===== src/rtl/abfg_pkg.sv =====
// Shared types, constants and microcode program of the battery fuel gauge.
package abfg_pkg;

  localparam int unsigned SampleBits = 16;
  localparam int unsigned ScaleW     = 16;
  localparam int unsigned DesignW    = 25;
  localparam int unsigned CfgIdxW    = 3;
  localparam int unsigned CfgDataW   = DesignW;

  localparam int unsigned MulAW      = 24;
  localparam int unsigned MulBW      = 16;
  localparam int unsigned MulPW      = MulAW + MulBW;
  localparam int unsigned DivW       = 40;
  localparam int unsigned DsrW       = 16;
  localparam int unsigned DivStepsW  = 5;
  localparam int unsigned PcW        = 5;

  // two quotient bits per divider cycle
  localparam logic [DivStepsW-1:0] StepsFull = DivStepsW'(DivW / 2);
  localparam logic [DivStepsW-1:0] Steps32   = DivStepsW'(32 / 2);
  localparam logic [DivStepsW-1:0] StepsCfg  = DivStepsW'((DesignW + 1) / 2);

  localparam logic [ScaleW-1:0] Milli = ScaleW'(1000);
  // smallest quotient whose value in micro units leaves the signed 32-bit range
  localparam logic [DivW-1:0]   SatQ  = DivW'(2147484);

  localparam logic [CfgIdxW-1:0] CfgVoltageScale     = 3'd0;
  localparam logic [CfgIdxW-1:0] CfgCurrentScale     = 3'd1;
  localparam logic [CfgIdxW-1:0] CfgTemperatureScale = 3'd2;
  localparam logic [CfgIdxW-1:0] CfgDesignVoltageMax = 3'd3;
  localparam logic [CfgIdxW-1:0] CfgDesignVoltageMin = 3'd4;
  localparam logic [CfgIdxW-1:0] CfgDesignChargeFull = 3'd5;
  localparam logic [CfgIdxW-1:0] CfgDesignChargeEmpty = 3'd6;

  localparam logic [1:0] StatusCharging    = 2'd0;
  localparam logic [1:0] StatusFull        = 2'd1;
  localparam logic [1:0] StatusDischarging = 2'd2;
  localparam logic [1:0] ChargerOff        = 2'd0;

  typedef struct packed {
    logic [SampleBits-1:0] voltage_sample;
    logic [SampleBits-1:0] current_sample;
    logic [SampleBits-1:0] temperature_sample;
    logic                  external_power;
    logic [1:0]            charger_state;
  } in_t;

  typedef struct packed {
    logic [1:0]         batt_status;
    logic [31:0]        voltage_now;
    logic [31:0]        current_now;
    logic signed [31:0] charge_now;
    logic [22:0]        temperature_now;
    logic               divide_fault;
    logic               sample_accepted;
  } out_t;

  typedef struct packed {
    logic [ScaleW-1:0]  voltage_scale;
    logic [ScaleW-1:0]  current_scale;
    logic [ScaleW-1:0]  temperature_scale;
    logic [DesignW-1:0] design_voltage_max;
    logic [DesignW-1:0] design_voltage_min;
    logic [DesignW-1:0] design_charge_full;
    logic [DesignW-1:0] design_charge_empty;
  } cfg_t;

  typedef struct packed {
    logic [SampleBits-1:0] voltage;
    logic [SampleBits-1:0] current;
    logic [SampleBits-1:0] temperature;
  } samp_t;

  typedef struct packed {
    logic [31:0]        voltage_now;
    logic [31:0]        current_now;
    logic signed [31:0] charge_now;
    logic [22:0]        temperature_now;
    logic               divide_fault;
  } res_t;

  typedef enum logic [4:0] {
    U_NOP,
    U_MUL_V,
    U_WR_VNOW,
    U_MUL_I,
    U_WR_INOW,
    U_MUL_T,
    U_DIV_PROD,
    U_WR_TNOW,
    U_DIV_VNOW,
    U_WR_MV,
    U_DIV_VMAX,
    U_WR_A,
    U_DIV_VMIN,
    U_WIN_DIFF,
    U_DIV_FULL,
    U_DIV_EMPTY,
    U_CWIN,
    U_MUL_NUM,
    U_DIV_NUM,
    U_MUL_CHG,
    U_WR_CHG,
    U_FAULT,
    U_FINISH
  } uop_e;

  typedef enum logic [1:0] {
    J_NONE,
    J_WIN_ZERO,
    J_ALWAYS
  } jmp_e;

  typedef struct packed {
    uop_e           uop;
    jmp_e           jmp;
    logic [PcW-1:0] target;
  } ucode_t;

  typedef struct packed {
    uop_e uop;
    logic exec;
    logic div_start;
  } seq_ctrl_t;

  typedef struct packed {
    logic win_zero;
    logic div_done;
  } dp_stat_t;

  localparam logic [PcW-1:0] PcFault  = 5'd22;
  localparam logic [PcW-1:0] PcFinish = 5'd23;

  function automatic ucode_t ucode(input logic [PcW-1:0] pc);
    ucode_t w;
    case (pc)
      5'd0:    w = '{U_MUL_V,     J_NONE,     '0};
      5'd1:    w = '{U_WR_VNOW,   J_NONE,     '0};
      5'd2:    w = '{U_MUL_I,     J_NONE,     '0};
      5'd3:    w = '{U_WR_INOW,   J_NONE,     '0};
      5'd4:    w = '{U_MUL_T,     J_NONE,     '0};
      5'd5:    w = '{U_DIV_PROD,  J_NONE,     '0};
      5'd6:    w = '{U_WR_TNOW,   J_NONE,     '0};
      5'd7:    w = '{U_DIV_VNOW,  J_NONE,     '0};
      5'd8:    w = '{U_WR_MV,     J_NONE,     '0};
      5'd9:    w = '{U_DIV_VMAX,  J_NONE,     '0};
      5'd10:   w = '{U_WR_A,      J_NONE,     '0};
      5'd11:   w = '{U_DIV_VMIN,  J_NONE,     '0};
      5'd12:   w = '{U_WIN_DIFF,  J_NONE,     '0};
      5'd13:   w = '{U_NOP,       J_WIN_ZERO, PcFault};
      5'd14:   w = '{U_DIV_FULL,  J_NONE,     '0};
      5'd15:   w = '{U_WR_A,      J_NONE,     '0};
      5'd16:   w = '{U_DIV_EMPTY, J_NONE,     '0};
      5'd17:   w = '{U_CWIN,      J_NONE,     '0};
      5'd18:   w = '{U_MUL_NUM,   J_NONE,     '0};
      5'd19:   w = '{U_DIV_NUM,   J_NONE,     '0};
      5'd20:   w = '{U_MUL_CHG,   J_NONE,     '0};
      5'd21:   w = '{U_WR_CHG,    J_ALWAYS,   PcFinish};
      5'd22:   w = '{U_FAULT,     J_NONE,     '0};
      5'd23:   w = '{U_FINISH,    J_NONE,     '0};
      default: w = '{U_FINISH,    J_NONE,     '0};
    endcase
    return w;
  endfunction

endpackage


===== src/rtl/abfg_div.sv =====
// Iterative unsigned restoring divider, two quotient bits per cycle.
module abfg_div (
  input  logic                                 clk_i,
  input  logic                                 rst_ni,
  input  logic                                 start_i,
  input  logic [abfg_pkg::DivW-1:0]            dividend_i,
  input  logic [abfg_pkg::DsrW-1:0]            divisor_i,
  input  logic [abfg_pkg::DivStepsW-1:0]       steps_i,
  output logic                                 done_o,
  output logic [abfg_pkg::DivW-1:0]            quotient_o
);

  logic                              busy_q;
  logic                              done_q;
  logic [abfg_pkg::DivStepsW-1:0]    cnt_q;
  logic [abfg_pkg::DsrW-1:0]         rem_q;
  logic [abfg_pkg::DsrW-1:0]         dsr_q;
  logic [abfg_pkg::DivW-1:0]         dq_q;

  logic [abfg_pkg::DsrW:0]   r1, r2;
  logic                      ge1, ge2;
  logic [abfg_pkg::DsrW-1:0] rem1, rem2;
  logic [abfg_pkg::DivW-1:0] dq1, dq2;

  // dividend is left-aligned in dq; quotient bits shift in from the right
  always_comb begin
    r1   = {rem_q, dq_q[abfg_pkg::DivW-1]};
    ge1  = r1 >= {1'b0, dsr_q};
    rem1 = ge1 ? abfg_pkg::DsrW'(r1 - {1'b0, dsr_q}) : r1[abfg_pkg::DsrW-1:0];
    dq1  = {dq_q[abfg_pkg::DivW-2:0], ge1};
    r2   = {rem1, dq1[abfg_pkg::DivW-1]};
    ge2  = r2 >= {1'b0, dsr_q};
    rem2 = ge2 ? abfg_pkg::DsrW'(r2 - {1'b0, dsr_q}) : r2[abfg_pkg::DsrW-1:0];
    dq2  = {dq1[abfg_pkg::DivW-2:0], ge2};
  end

  always_ff @(posedge clk_i or negedge rst_ni) begin
    if (!rst_ni) begin
      busy_q <= 1'b0;
      done_q <= 1'b0;
      cnt_q  <= '0;
    end else begin
      done_q <= 1'b0;
      if (start_i) begin
        busy_q <= 1'b1;
        cnt_q  <= steps_i;
      end else if (busy_q) begin
        cnt_q <= cnt_q - abfg_pkg::DivStepsW'(1);
        if (cnt_q == abfg_pkg::DivStepsW'(1)) begin
          busy_q <= 1'b0;
          done_q <= 1'b1;
        end
      end
    end
  end

  always_ff @(posedge clk_i) begin
    if (start_i) begin
      rem_q <= '0;
      dsr_q <= divisor_i;
      dq_q  <= dividend_i;
    end else if (busy_q) begin
      rem_q <= rem2;
      dq_q  <= dq2;
    end
  end

  assign done_o     = done_q;
  assign quotient_o = dq_q;

endmodule


===== src/rtl/abfg_seq.sv =====
// Microcode sequencer: step counter, program fetch, divider waits and jumps.
module abfg_seq (
  input  logic                 clk_i,
  input  logic                 rst_ni,
  input  logic                 start_i,
  input  logic                 out_free_i,
  input  abfg_pkg::dp_stat_t   stat_i,
  output abfg_pkg::seq_ctrl_t  ctrl_o,
  output logic                 busy_o,
  output logic                 done_o
);

  typedef enum logic {
    S_IDLE,
    S_RUN
  } state_e;

  state_e                    state_q;
  logic [abfg_pkg::PcW-1:0]  pc_q;
  logic                      wait_q;

  abfg_pkg::ucode_t          cw;
  logic                      is_div;
  logic                      advance;
  logic                      take_jump;
  logic [abfg_pkg::PcW-1:0]  pc_next;

  always_comb begin
    cw     = abfg_pkg::ucode(pc_q);
    is_div = cw.uop inside {abfg_pkg::U_DIV_PROD, abfg_pkg::U_DIV_VNOW,
                            abfg_pkg::U_DIV_VMAX, abfg_pkg::U_DIV_VMIN,
                            abfg_pkg::U_DIV_FULL, abfg_pkg::U_DIV_EMPTY,
                            abfg_pkg::U_DIV_NUM};
    ctrl_o.uop       = cw.uop;
    ctrl_o.exec      = 1'b0;
    ctrl_o.div_start = 1'b0;
    advance          = 1'b0;
    done_o           = 1'b0;
    if (state_q == S_RUN) begin
      if (is_div) begin
        if (!wait_q) begin
          ctrl_o.div_start = 1'b1;
        end else if (stat_i.div_done) begin
          advance = 1'b1;
        end
      end else if (cw.uop == abfg_pkg::U_FINISH) begin
        done_o = out_free_i;
      end else begin
        ctrl_o.exec = 1'b1;
        advance     = 1'b1;
      end
    end
    take_jump = (cw.jmp == abfg_pkg::J_ALWAYS) ||
                ((cw.jmp == abfg_pkg::J_WIN_ZERO) && stat_i.win_zero);
    pc_next   = take_jump ? cw.target : pc_q + abfg_pkg::PcW'(1);
  end

  always_ff @(posedge clk_i or negedge rst_ni) begin
    if (!rst_ni) begin
      state_q <= S_IDLE;
      pc_q    <= '0;
      wait_q  <= 1'b0;
    end else begin
      case (state_q)
        S_IDLE: begin
          if (start_i) begin
            state_q <= S_RUN;
            pc_q    <= '0;
            wait_q  <= 1'b0;
          end
        end
        S_RUN: begin
          if (ctrl_o.div_start) begin
            wait_q <= 1'b1;
          end
          if (advance) begin
            pc_q   <= pc_next;
            wait_q <= 1'b0;
          end
          if (done_o) begin
            state_q <= S_IDLE;
          end
        end
        default: state_q <= S_IDLE;
      endcase
    end
  end

  assign busy_o = state_q == S_RUN;

endmodule


===== src/rtl/abfg_dp.sv =====
// Datapath: shared multiplier, shared divider and the working registers.
module abfg_dp (
  input  logic                 clk_i,
  input  logic                 rst_ni,
  input  abfg_pkg::seq_ctrl_t  ctrl_i,
  input  abfg_pkg::cfg_t       cfg_i,
  input  abfg_pkg::samp_t      good_i,
  output abfg_pkg::dp_stat_t   stat_o,
  output abfg_pkg::res_t       res_o
);

  logic [abfg_pkg::MulAW-1:0]     mul_a;
  logic [abfg_pkg::MulBW-1:0]     mul_b;
  logic [abfg_pkg::MulPW-1:0]     mul_p;
  logic [abfg_pkg::DivW-1:0]      div_dvd;
  logic [abfg_pkg::DsrW-1:0]      div_dsr;
  logic [abfg_pkg::DivStepsW-1:0] div_steps;
  logic                           div_done;
  logic [abfg_pkg::DivW-1:0]      quo;

  logic [abfg_pkg::MulPW-1:0]     p_q;
  logic [31:0]                    vnow_q;
  logic [31:0]                    inow_q;
  logic [22:0]                    tnow_q;
  logic [22:0]                    mv_q;
  logic [15:0]                    a_q;
  logic [15:0]                    win_mag_q;
  logic                           win_neg_q;
  logic [abfg_pkg::MulAW-1:0]     diff_mag_q;
  logic                           diff_neg_q;
  logic [15:0]                    cwin_mag_q;
  logic                           cwin_neg_q;
  logic signed [31:0]             charge_q;
  logic                           fault_q;

  logic [abfg_pkg::ScaleW-1:0]    vs_eff, cs_eff, ts_eff;
  logic [15:0]                    qv;
  logic                           a_lt;
  logic [15:0]                    a_diff;
  logic [abfg_pkg::MulAW-1:0]     mv_ext, qv_ext, mv_diff;
  logic                           mv_lt;
  logic                           q_neg;
  logic                           q_sat;

  // a zero scale register means 1000
  assign vs_eff = (cfg_i.voltage_scale == '0) ? abfg_pkg::Milli : cfg_i.voltage_scale;
  assign cs_eff = (cfg_i.current_scale == '0) ? abfg_pkg::Milli : cfg_i.current_scale;
  assign ts_eff = (cfg_i.temperature_scale == '0) ? abfg_pkg::Milli
                                                    : cfg_i.temperature_scale;

  always_comb begin
    mul_a = '0;
    mul_b = '0;
    case (ctrl_i.uop)
      abfg_pkg::U_MUL_V: begin
        mul_a = abfg_pkg::MulAW'(good_i.voltage);
        mul_b = vs_eff;
      end
      abfg_pkg::U_MUL_I: begin
        mul_a = abfg_pkg::MulAW'(good_i.current);
        mul_b = cs_eff;
      end
      abfg_pkg::U_MUL_T: begin
        mul_a = abfg_pkg::MulAW'(good_i.temperature);
        mul_b = ts_eff;
      end
      abfg_pkg::U_MUL_NUM: begin
        mul_a = diff_mag_q;
        mul_b = cwin_mag_q;
      end
      abfg_pkg::U_MUL_CHG: begin
        mul_a = quo[abfg_pkg::MulAW-1:0];
        mul_b = abfg_pkg::Milli;
      end
      default: begin
        mul_a = '0;
        mul_b = '0;
      end
    endcase
  end

  assign mul_p = {{abfg_pkg::MulBW{1'b0}}, mul_a} * {{abfg_pkg::MulAW{1'b0}}, mul_b};

  // operands are left-aligned so the quotient lands in the low bits
  always_comb begin
    div_dvd   = p_q;
    div_dsr   = abfg_pkg::Milli;
    div_steps = abfg_pkg::StepsFull;
    case (ctrl_i.uop)
      abfg_pkg::U_DIV_PROD: begin
        div_dvd   = p_q;
        div_steps = abfg_pkg::StepsFull;
      end
      abfg_pkg::U_DIV_VNOW: begin
        div_dvd   = {vnow_q, 8'd0};
        div_steps = abfg_pkg::Steps32;
      end
      abfg_pkg::U_DIV_VMAX: begin
        div_dvd   = {1'b0, cfg_i.design_voltage_max, 14'd0};
        div_steps = abfg_pkg::StepsCfg;
      end
      abfg_pkg::U_DIV_VMIN: begin
        div_dvd   = {1'b0, cfg_i.design_voltage_min, 14'd0};
        div_steps = abfg_pkg::StepsCfg;
      end
      abfg_pkg::U_DIV_FULL: begin
        div_dvd   = {1'b0, cfg_i.design_charge_full, 14'd0};
        div_steps = abfg_pkg::StepsCfg;
      end
      abfg_pkg::U_DIV_EMPTY: begin
        div_dvd   = {1'b0, cfg_i.design_charge_empty, 14'd0};
        div_steps = abfg_pkg::StepsCfg;
      end
      abfg_pkg::U_DIV_NUM: begin
        div_dvd   = p_q;
        div_dsr   = win_mag_q;
        div_steps = abfg_pkg::StepsFull;
      end
      default: begin
        div_dvd   = p_q;
        div_steps = abfg_pkg::StepsFull;
      end
    endcase
  end

  abfg_div u_div (
    .clk_i      (clk_i),
    .rst_ni     (rst_ni),
    .start_i    (ctrl_i.div_start),
    .dividend_i (div_dvd),
    .divisor_i  (div_dsr),
    .steps_i    (div_steps),
    .done_o     (div_done),
    .quotient_o (quo)
  );

  // sign and magnitude of the window differences, taken from the last quotient
  always_comb begin
    qv      = quo[15:0];
    a_lt    = a_q < qv;
    a_diff  = a_lt ? qv - a_q : a_q - qv;
    mv_ext  = abfg_pkg::MulAW'(mv_q);
    qv_ext  = abfg_pkg::MulAW'(qv);
    mv_lt   = mv_ext < qv_ext;
    mv_diff = mv_lt ? qv_ext - mv_ext : mv_ext - qv_ext;
    q_neg   = diff_neg_q ^ cwin_neg_q ^ win_neg_q;
    q_sat   = quo >= abfg_pkg::SatQ;
  end

  always_ff @(posedge clk_i) begin
    if (ctrl_i.exec) begin
      case (ctrl_i.uop)
        abfg_pkg::U_MUL_V,
        abfg_pkg::U_MUL_I,
        abfg_pkg::U_MUL_T,
        abfg_pkg::U_MUL_NUM,
        abfg_pkg::U_MUL_CHG: p_q <= mul_p;
        abfg_pkg::U_WR_VNOW: vnow_q <= p_q[31:0];
        abfg_pkg::U_WR_INOW: inow_q <= p_q[31:0];
        abfg_pkg::U_WR_TNOW: tnow_q <= quo[22:0];
        abfg_pkg::U_WR_MV:   mv_q   <= quo[22:0];
        abfg_pkg::U_WR_A:    a_q    <= quo[15:0];
        abfg_pkg::U_WIN_DIFF: begin
          win_neg_q  <= a_lt;
          win_mag_q  <= a_diff;
          diff_neg_q <= mv_lt;
          diff_mag_q <= mv_diff;
        end
        abfg_pkg::U_CWIN: begin
          cwin_neg_q <= a_lt;
          cwin_mag_q <= a_diff;
        end
        abfg_pkg::U_WR_CHG: begin
          fault_q <= 1'b0;
          if (q_sat) begin
            charge_q <= q_neg ? 32'sh8000_0000 : 32'sh7FFF_FFFF;
          end else begin
            charge_q <= q_neg ? -p_q[31:0] : p_q[31:0];
          end
        end
        abfg_pkg::U_FAULT: begin
          fault_q  <= 1'b1;
          charge_q <= '0;
        end
        default: ;
      endcase
    end
  end

  assign stat_o.win_zero = win_mag_q == '0;
  assign stat_o.div_done = div_done;

  assign res_o.voltage_now     = vnow_q;
  assign res_o.current_now     = inow_q;
  assign res_o.charge_now      = charge_q;
  assign res_o.temperature_now = tnow_q;
  assign res_o.divide_fault    = fault_q;

endmodule


===== src/rtl/adc_battery_fuel_gauge.sv =====
// Top level of the linear-voltage battery fuel gauge.
//
// Input channel: one request carries a raw voltage, current and temperature
// sample set plus the external-power and charger flags. A nonzero voltage
// sample replaces the stored sample set; the charge status comes from the flags.
// Output channel: one result per request with all properties at once.
// Configuration: write enable, register index and data; write only while idle.
// Timing: the request is computed by a microcoded sequencer driving one shared
// multiplier and one shared divider that yields two quotient bits per cycle.
// The divisions (seven, or four when the design voltage window is zero) take
// most of the time from acceptance to a valid result. One request is in work
// at a time, so a new one can start only once the last is done; in_stall_o is
// high while it runs. The result waits in an output register; the next
// request is accepted while it waits. If the receiver stalls, a finished
// computation holds in its last step until the output register frees up.
// Reset clears the stored samples, sets the scales to 1000 and the design
// window registers to zero.
module adc_battery_fuel_gauge (
  input  logic                          clk_i,
  input  logic                          rst_ni,
  input  logic                          in_valid_i,
  output logic                          in_stall_o,
  input  abfg_pkg::in_t                 in_data_i,
  output logic                          out_valid_o,
  input  logic                          out_stall_i,
  output abfg_pkg::out_t                out_data_o,
  input  logic                          cfg_we_i,
  input  logic [abfg_pkg::CfgIdxW-1:0]  cfg_idx_i,
  input  logic [abfg_pkg::CfgDataW-1:0] cfg_wdata_i
);

  abfg_pkg::cfg_t      cfg_q;
  abfg_pkg::samp_t     good_q;
  logic [1:0]          status_q;
  logic                accepted_q;
  abfg_pkg::out_t      out_q;
  logic                out_valid_q;

  abfg_pkg::seq_ctrl_t ctrl;
  abfg_pkg::dp_stat_t  stat;
  abfg_pkg::res_t      res;
  logic                busy;
  logic                done;
  logic                in_accept;
  logic                out_free;
  logic [1:0]          status_d;

  assign in_accept = in_valid_i && !busy;
  assign out_free  = !out_valid_q || !out_stall_i;

  // unknown charger state counts as charging
  always_comb begin
    if (in_data_i.external_power && (in_data_i.charger_state != abfg_pkg::ChargerOff)) begin
      status_d = abfg_pkg::StatusCharging;
    end else if (in_data_i.external_power) begin
      status_d = abfg_pkg::StatusFull;
    end else begin
      status_d = abfg_pkg::StatusDischarging;
    end
  end

  always_ff @(posedge clk_i or negedge rst_ni) begin
    if (!rst_ni) begin
      cfg_q.voltage_scale       <= abfg_pkg::Milli;
      cfg_q.current_scale       <= abfg_pkg::Milli;
      cfg_q.temperature_scale   <= abfg_pkg::Milli;
      cfg_q.design_voltage_max  <= '0;
      cfg_q.design_voltage_min  <= '0;
      cfg_q.design_charge_full  <= '0;
      cfg_q.design_charge_empty <= '0;
    end else if (cfg_we_i) begin
      case (cfg_idx_i)
        abfg_pkg::CfgVoltageScale:
          cfg_q.voltage_scale <= cfg_wdata_i[abfg_pkg::ScaleW-1:0];
        abfg_pkg::CfgCurrentScale:
          cfg_q.current_scale <= cfg_wdata_i[abfg_pkg::ScaleW-1:0];
        abfg_pkg::CfgTemperatureScale:
          cfg_q.temperature_scale <= cfg_wdata_i[abfg_pkg::ScaleW-1:0];
        abfg_pkg::CfgDesignVoltageMax:
          cfg_q.design_voltage_max <= cfg_wdata_i[abfg_pkg::DesignW-1:0];
        abfg_pkg::CfgDesignVoltageMin:
          cfg_q.design_voltage_min <= cfg_wdata_i[abfg_pkg::DesignW-1:0];
        abfg_pkg::CfgDesignChargeFull:
          cfg_q.design_charge_full <= cfg_wdata_i[abfg_pkg::DesignW-1:0];
        abfg_pkg::CfgDesignChargeEmpty:
          cfg_q.design_charge_empty <= cfg_wdata_i[abfg_pkg::DesignW-1:0];
        default: ;
      endcase
    end
  end

  always_ff @(posedge clk_i or negedge rst_ni) begin
    if (!rst_ni) begin
      good_q      <= '0;
      out_valid_q <= 1'b0;
    end else begin
      if (in_accept && (in_data_i.voltage_sample != '0)) begin
        good_q.voltage     <= in_data_i.voltage_sample;
        good_q.current     <= in_data_i.current_sample;
        good_q.temperature <= in_data_i.temperature_sample;
      end
      if (done) begin
        out_valid_q <= 1'b1;
      end else if (!out_stall_i) begin
        out_valid_q <= 1'b0;
      end
    end
  end

  always_ff @(posedge clk_i) begin
    if (in_accept) begin
      status_q   <= status_d;
      accepted_q <= in_data_i.voltage_sample != '0;
    end
    if (done) begin
      out_q.batt_status     <= status_q;
      out_q.voltage_now     <= res.voltage_now;
      out_q.current_now     <= res.current_now;
      out_q.charge_now      <= res.charge_now;
      out_q.temperature_now <= res.temperature_now;
      out_q.divide_fault    <= res.divide_fault;
      out_q.sample_accepted <= accepted_q;
    end
  end

  abfg_seq u_seq (
    .clk_i      (clk_i),
    .rst_ni     (rst_ni),
    .start_i    (in_accept),
    .out_free_i (out_free),
    .stat_i     (stat),
    .ctrl_o     (ctrl),
    .busy_o     (busy),
    .done_o     (done)
  );

  abfg_dp u_dp (
    .clk_i  (clk_i),
    .rst_ni (rst_ni),
    .ctrl_i (ctrl),
    .cfg_i  (cfg_q),
    .good_i (good_q),
    .stat_o (stat),
    .res_o  (res)
  );

  assign in_stall_o  = busy;
  assign out_valid_o = out_valid_q;
  assign out_data_o  = out_q;

endmodule


===== config.mk =====
export PLATFORM = sky130hd
export DESIGN_NAME = adc_battery_fuel_gauge
export DESIGN_NICKNAME = d
export VERILOG_FILES = /design/src/rtl/abfg_pkg.sv /design/src/rtl/abfg_div.sv /design/src/rtl/abfg_seq.sv /design/src/rtl/abfg_dp.sv /design/src/rtl/adc_battery_fuel_gauge.sv
export SDC_FILE = /design/constraint.sdc
export NUM_CORES = 2
export LEC_CHECK = 0
export BUFFER_PORTS_ARGS = -buffer_cell sky130_fd_sc_hd__buf_2
export CORE_ASPECT_RATIO = 2
export CORE_MARGIN = 4
export CORE_UTILIZATION = 63
export DETAILED_ROUTE_END_ITERATION = 16
export PLACE_DENSITY = 0.93
export SYNTH_ARGS = -nofsm -noshare
export SYNTH_HDL_FRONTEND = slang
export SYNTH_SLANG_ARGS = --single-unit

===== constraint.sdc =====
create_clock -name clk_i -period 11.62 [get_ports clk_i]
set_input_delay 2.324 -clock clk_i [delete_from_list [all_inputs] [get_ports clk_i]]
set_output_delay 2.324 -clock clk_i [all_outputs]
set_load 0.02 [all_outputs]

==> Implementation_results.wiki <==
{| class="wikitable"
! Metric !! Value
|-
| Nature of the critical path startpoint || flip-flop
|-
| Placeable core region || 67,900 sq um
|-
| Die boundary height || 378.7 um
|-
| DRC viols || 0
|-
| Slowest cell on the critical path || sky130_fd_sc_hd__o21ai_0
|-
| Antenna viol nets, final || 0
|-
| Most used cell along the critical path || sky130_fd_sc_hd__ha_1
|-
| Total of endpoints with negative setup slack in the final report || 0
|-
| Clk buf depth || 3
|-
| Top cells by area in the synthesized netlist || sky130_fd_sc_hd__edfxtp_1, sky130_fd_sc_hd__fa_1, sky130_fd_sc_hd__dfrtp_1
|-
| Final weighted congestion in routability-driven placement || 1.103
|-
| Fin crit period || 10,420 ps
|-
| Routed WL || 144,500 um
|-
| Kind of end point of the critical path || flip-flop
|-
| Average routed wire per standard cell || 29.02 um
|-
| Relative slew slack || -4.003%
|-
| Total Nets Final || 4,641
|-
| Number of rows created at floorplan || 135
|-
| Layout overhead on the synthesized area || 9.924%
|-
| Bufs and invs on worst path || 5
|-
| Register-to-register path setup slack || 1200 ps
|-
| Largest clock skew in the final design || 27.82 ps
|-
| Hold-critical path depth || 0
|-
| Cell depth of the worst flop-to-flop path || 30
|-
| Top flip-flop cell by instance count after synthesis || sky130_fd_sc_hd__edfxtp_1
|-
| Flops & latches, synth || 667
|-
| Vias after detailed routing || 32,880
|-
| Setup TNS || 0 ps
|-
| Final period utilization || 89.71%
|-
| Number of H-tree levels || 2
|-
| Clock Pin Slew Worst Setup and Hold Paths || 80 ps
|-
| Number of buffers inserted during clock tree synthesis || 56
|-
| Required time of the critical path || 12,020 ps
|-
| Initial Util || 63.74%
|-
| Cells after synthesis || 3,864
|-
| Min-delay src || u_dp.inow_q[30]
|-
| First-pass GRT wire length || 214,700 um
|-
| Number of flops mapped to enable cells by yosys || 440
|-
| Fraction of registers with async set/reset || 31.63%
|-
| Count of yosys warnings during synthesis || 0
|-
| Total standard cell area after synthesis || 43,280 sq um
|-
| Maximum number of pins on one net before global-route repair || 80
|-
| Skew-Pair Late Insertion Delay || 660 ps
|-
| CTS tree || built
|-
| Avg Vias per Cell || 6.603
|-
| Count of final max-slew check failures || 3
|-
| Overall Global Routing Usage || 39.45%
|-
| Transition at the pin with the smallest max-transition slack || 1544 ps
|-
| Commonest cells in the netlist || sky130_fd_sc_hd__inv_1, sky130_fd_sc_hd__edfxtp_1, sky130_fd_sc_hd__nand2_1
|-
| Worst EP arrival || 10,820 ps
|-
| Seq/Total Area, Yosys || 43.52%
|-
| Hold Crit Class || reg -> reg
|-
| Violations in the final reports || capacitance limit, slew limit
|-
| Die outline width || 193.3 um
|-
| First drt pass iteration count || 9
|-
| Number of hold violations in the final report || 0
|-
| Number of antenna violations at the first check in global routing || 12
|-
| Hold buffer count at cts || 0
|-
| Endpoint of the worst hold path || out_data_o[87]
|-
| Total setup buffers inserted after CTS || 0
|-
| Status || finished, violations left
|-
| Number of clock sinks seen by CTS || 667
|-
| Proportion of netlist area held by the largest area contributor || 30.53%
|-
| Number of port buffers || 208
|-
| Number of global-route vias before repair || 35,230
|-
| Synth Net Count || 4,477
|-
| I/O pin count || 209
|-
| Grt total ovfl || 0
|-
| Reg2Reg Launch Point || u_seq.pc_q[0]
|-
| Most frequent cell after synthesis || sky130_fd_sc_hd__inv_1
|-
| Ratio of cells with drive above 1 in the final layout || 16.93%
|-
| Clock tree root buffer cell || sky130_fd_sc_hd__clkbuf_16
|-
| Setup repair after global routing missed its margin || no
|-
| Critical Path Fanout Max || 18
|-
| Initial detailed-routing violation count || 3,403
|-
| Syn_area_per_cell || 11.20 sq um
|-
| Die area || 73,210 sq um
|-
| Largest stage delay on the critical path || 1190 ps
|-
| Count of different cell masters after synthesis || 88
|-
| Max capacitance violation total || 1
|-
| Gates resized, CTS repair || 0
|-
| Dominant cell type by area after synthesis || sky130_fd_sc_hd__edfxtp_1
|-
| Post-DP HPWL || 107,100 um
|-
| Capture instance of the worst register-to-register path || u_dp.p_q[32]
|-
| Crit Path Category || reg -> reg
|-
| Category of cells accounting for the largest share of critical-path delay || compound AO/OA/AOI/OAI gates
|-
| Max Fclk || 95.93 MHz
|}
area by class of cell:
cell class	count	area (sq um)
clock buffers	67	1556
clock inverters	39	559.3
diodes	13	32.53
fillers	4805	20330
well taps	890	1114
multi-input cells	2549	22080
inverters	465	1745
flip-flops and latches	667	18840
repair buffers	289	1655
cell usage in the layout (no fill, tap or decap), types with 23 or more instances in the layout:
master | netlist | final
sky130_fd_sc_hd__a21o_1 | 66 | 66
sky130_fd_sc_hd__a21oi_1 | 146 | 146
sky130_fd_sc_hd__a221o_1 | 34 | 34
sky130_fd_sc_hd__a221oi_1 | 40 | 32
sky130_fd_sc_hd__a22oi_1 | 24 | 24
sky130_fd_sc_hd__a31oi_1 | 46 | 45
sky130_fd_sc_hd__and2_1 | 35 | 34
sky130_fd_sc_hd__buf_2 | 86 | 208
sky130_fd_sc_hd__buf_4 | 10 | 80
sky130_fd_sc_hd__clkbuf_16 | 0 | 59
sky130_fd_sc_hd__dfrtp_1 | 193 | 193
sky130_fd_sc_hd__edfxtp_1 | 440 | 440
sky130_fd_sc_hd__fa_1 | 312 | 312
sky130_fd_sc_hd__ha_1 | 217 | 217
sky130_fd_sc_hd__inv_1 | 464 | 463
sky130_fd_sc_hd__mux2_2 | 204 | 204
sky130_fd_sc_hd__mux2i_1 | 56 | 56
sky130_fd_sc_hd__nand2_1 | 426 | 425
sky130_fd_sc_hd__nand3_1 | 24 | 23
sky130_fd_sc_hd__nand4_1 | 24 | 24
sky130_fd_sc_hd__nor2_1 | 245 | 241
sky130_fd_sc_hd__nor2b_1 | 26 | 26
sky130_fd_sc_hd__nor3_1 | 37 | 29
sky130_fd_sc_hd__nor4_1 | 32 | 30
sky130_fd_sc_hd__o21ai_0 | 161 | 161
sky130_fd_sc_hd__xnor2_1 | 63 | 62
sky130_fd_sc_hd__xor2_1 | 42 | 42
state kept, by name, indices dropped and copies added, names as in the netlist, 2 cells and up:
name,count
u_dp.charge_q,32
u_dp.u_div.cnt_q,5
u_dp.u_div.dsr_q,16
u_dp.u_div.quotient_o,40
u_dp.a_q,16
u_dp.vnow_q,32
out_data_o,123
u_dp.cwin_mag_q,16
u_dp.tnow_q,23
status_q,2
u_dp.p_q,40
u_dp.inow_q,32
u_dp.win_mag_q,16
good_q,48
u_dp.mv_q,23
u_dp.diff_mag_q,24
u_seq.pc_q,5
cfg_q,148
u_dp.u_div.rem_q,16
layer usage:
| layer | global-route usage, % | wire [um] | vias to the layer above |
|---|---|---|---|
| li1 | - | - | 13730 |
| met1 | 39.53 | 42030 | 16030 |
| met2 | 67.60 | 70760 | 2295 |
| met3 | 8.330 | 13590 | 816 |
| met4 | 37.25 | 18050 | 8 |
| met5 | 0 | 44 | - |
cells by family (layout without fill, tap and decap cells):
family / Yosys count / after routing / share of synthesized area (%)
flops: 667 / 667 / 43.52
simple gates: 958 / 958 / 10.01
fa+ha+maj: 529 / 529 / 20.70
compound gates: 697 / 697 / 11.06
xor+xnor: 105 / 105 / 2.125
mux: 260 / 260 / 6.603
buf+inv: 648 / 860 / 5.972
other cells: 0 / 13 / 0
worst max path at each step:
stage	start	endpoint	slack, ps	cells past startpoint
2_1_floorplan	u_seq.pc_q[0]	u_dp.p_q[33]	3210	31
3_3_place_gp	u_seq.pc_q[0]	u_dp.p_q[33]	1340	33
3_5_place_dp	u_seq.pc_q[0]	u_dp.p_q[33]	1540	32
4_1_cts	u_seq.pc_q[0]	u_dp.p_q[33]	1500	32
5_1_grt	u_seq.pc_q[0]	u_dp.p_q[33]	710	33
6_report	u_seq.pc_q[0]	u_dp.p_q[32]	1200	30
metrics by stage:
| stage | cell area, sq um | utilization [%] | setup WS, ps | cells | hold WS, ps |
|---|---|---|---|---|---|
| after floorplan | 43280 | - | 3205 | 3864 | 400.3 |
| after global placement | 45420 | 66.90 | 1343 | 4859 | 402.5 |
| after detailed placement | 45430 | 66.90 | 1537 | 4860 | 404.5 |
| after CTS | 47540 | 70.02 | 1503 | 4966 | 418.7 |
| after global routing | 47540 | 70.02 | 714.6 | 4966 | 432.4 |
| final | 47580 | 70.07 | 1196 | 4979 | 418.0 |
Power is left out: the tool's default activity adds up to more than one toggle a clock period on the data nets, which glitch-free logic cannot reach.
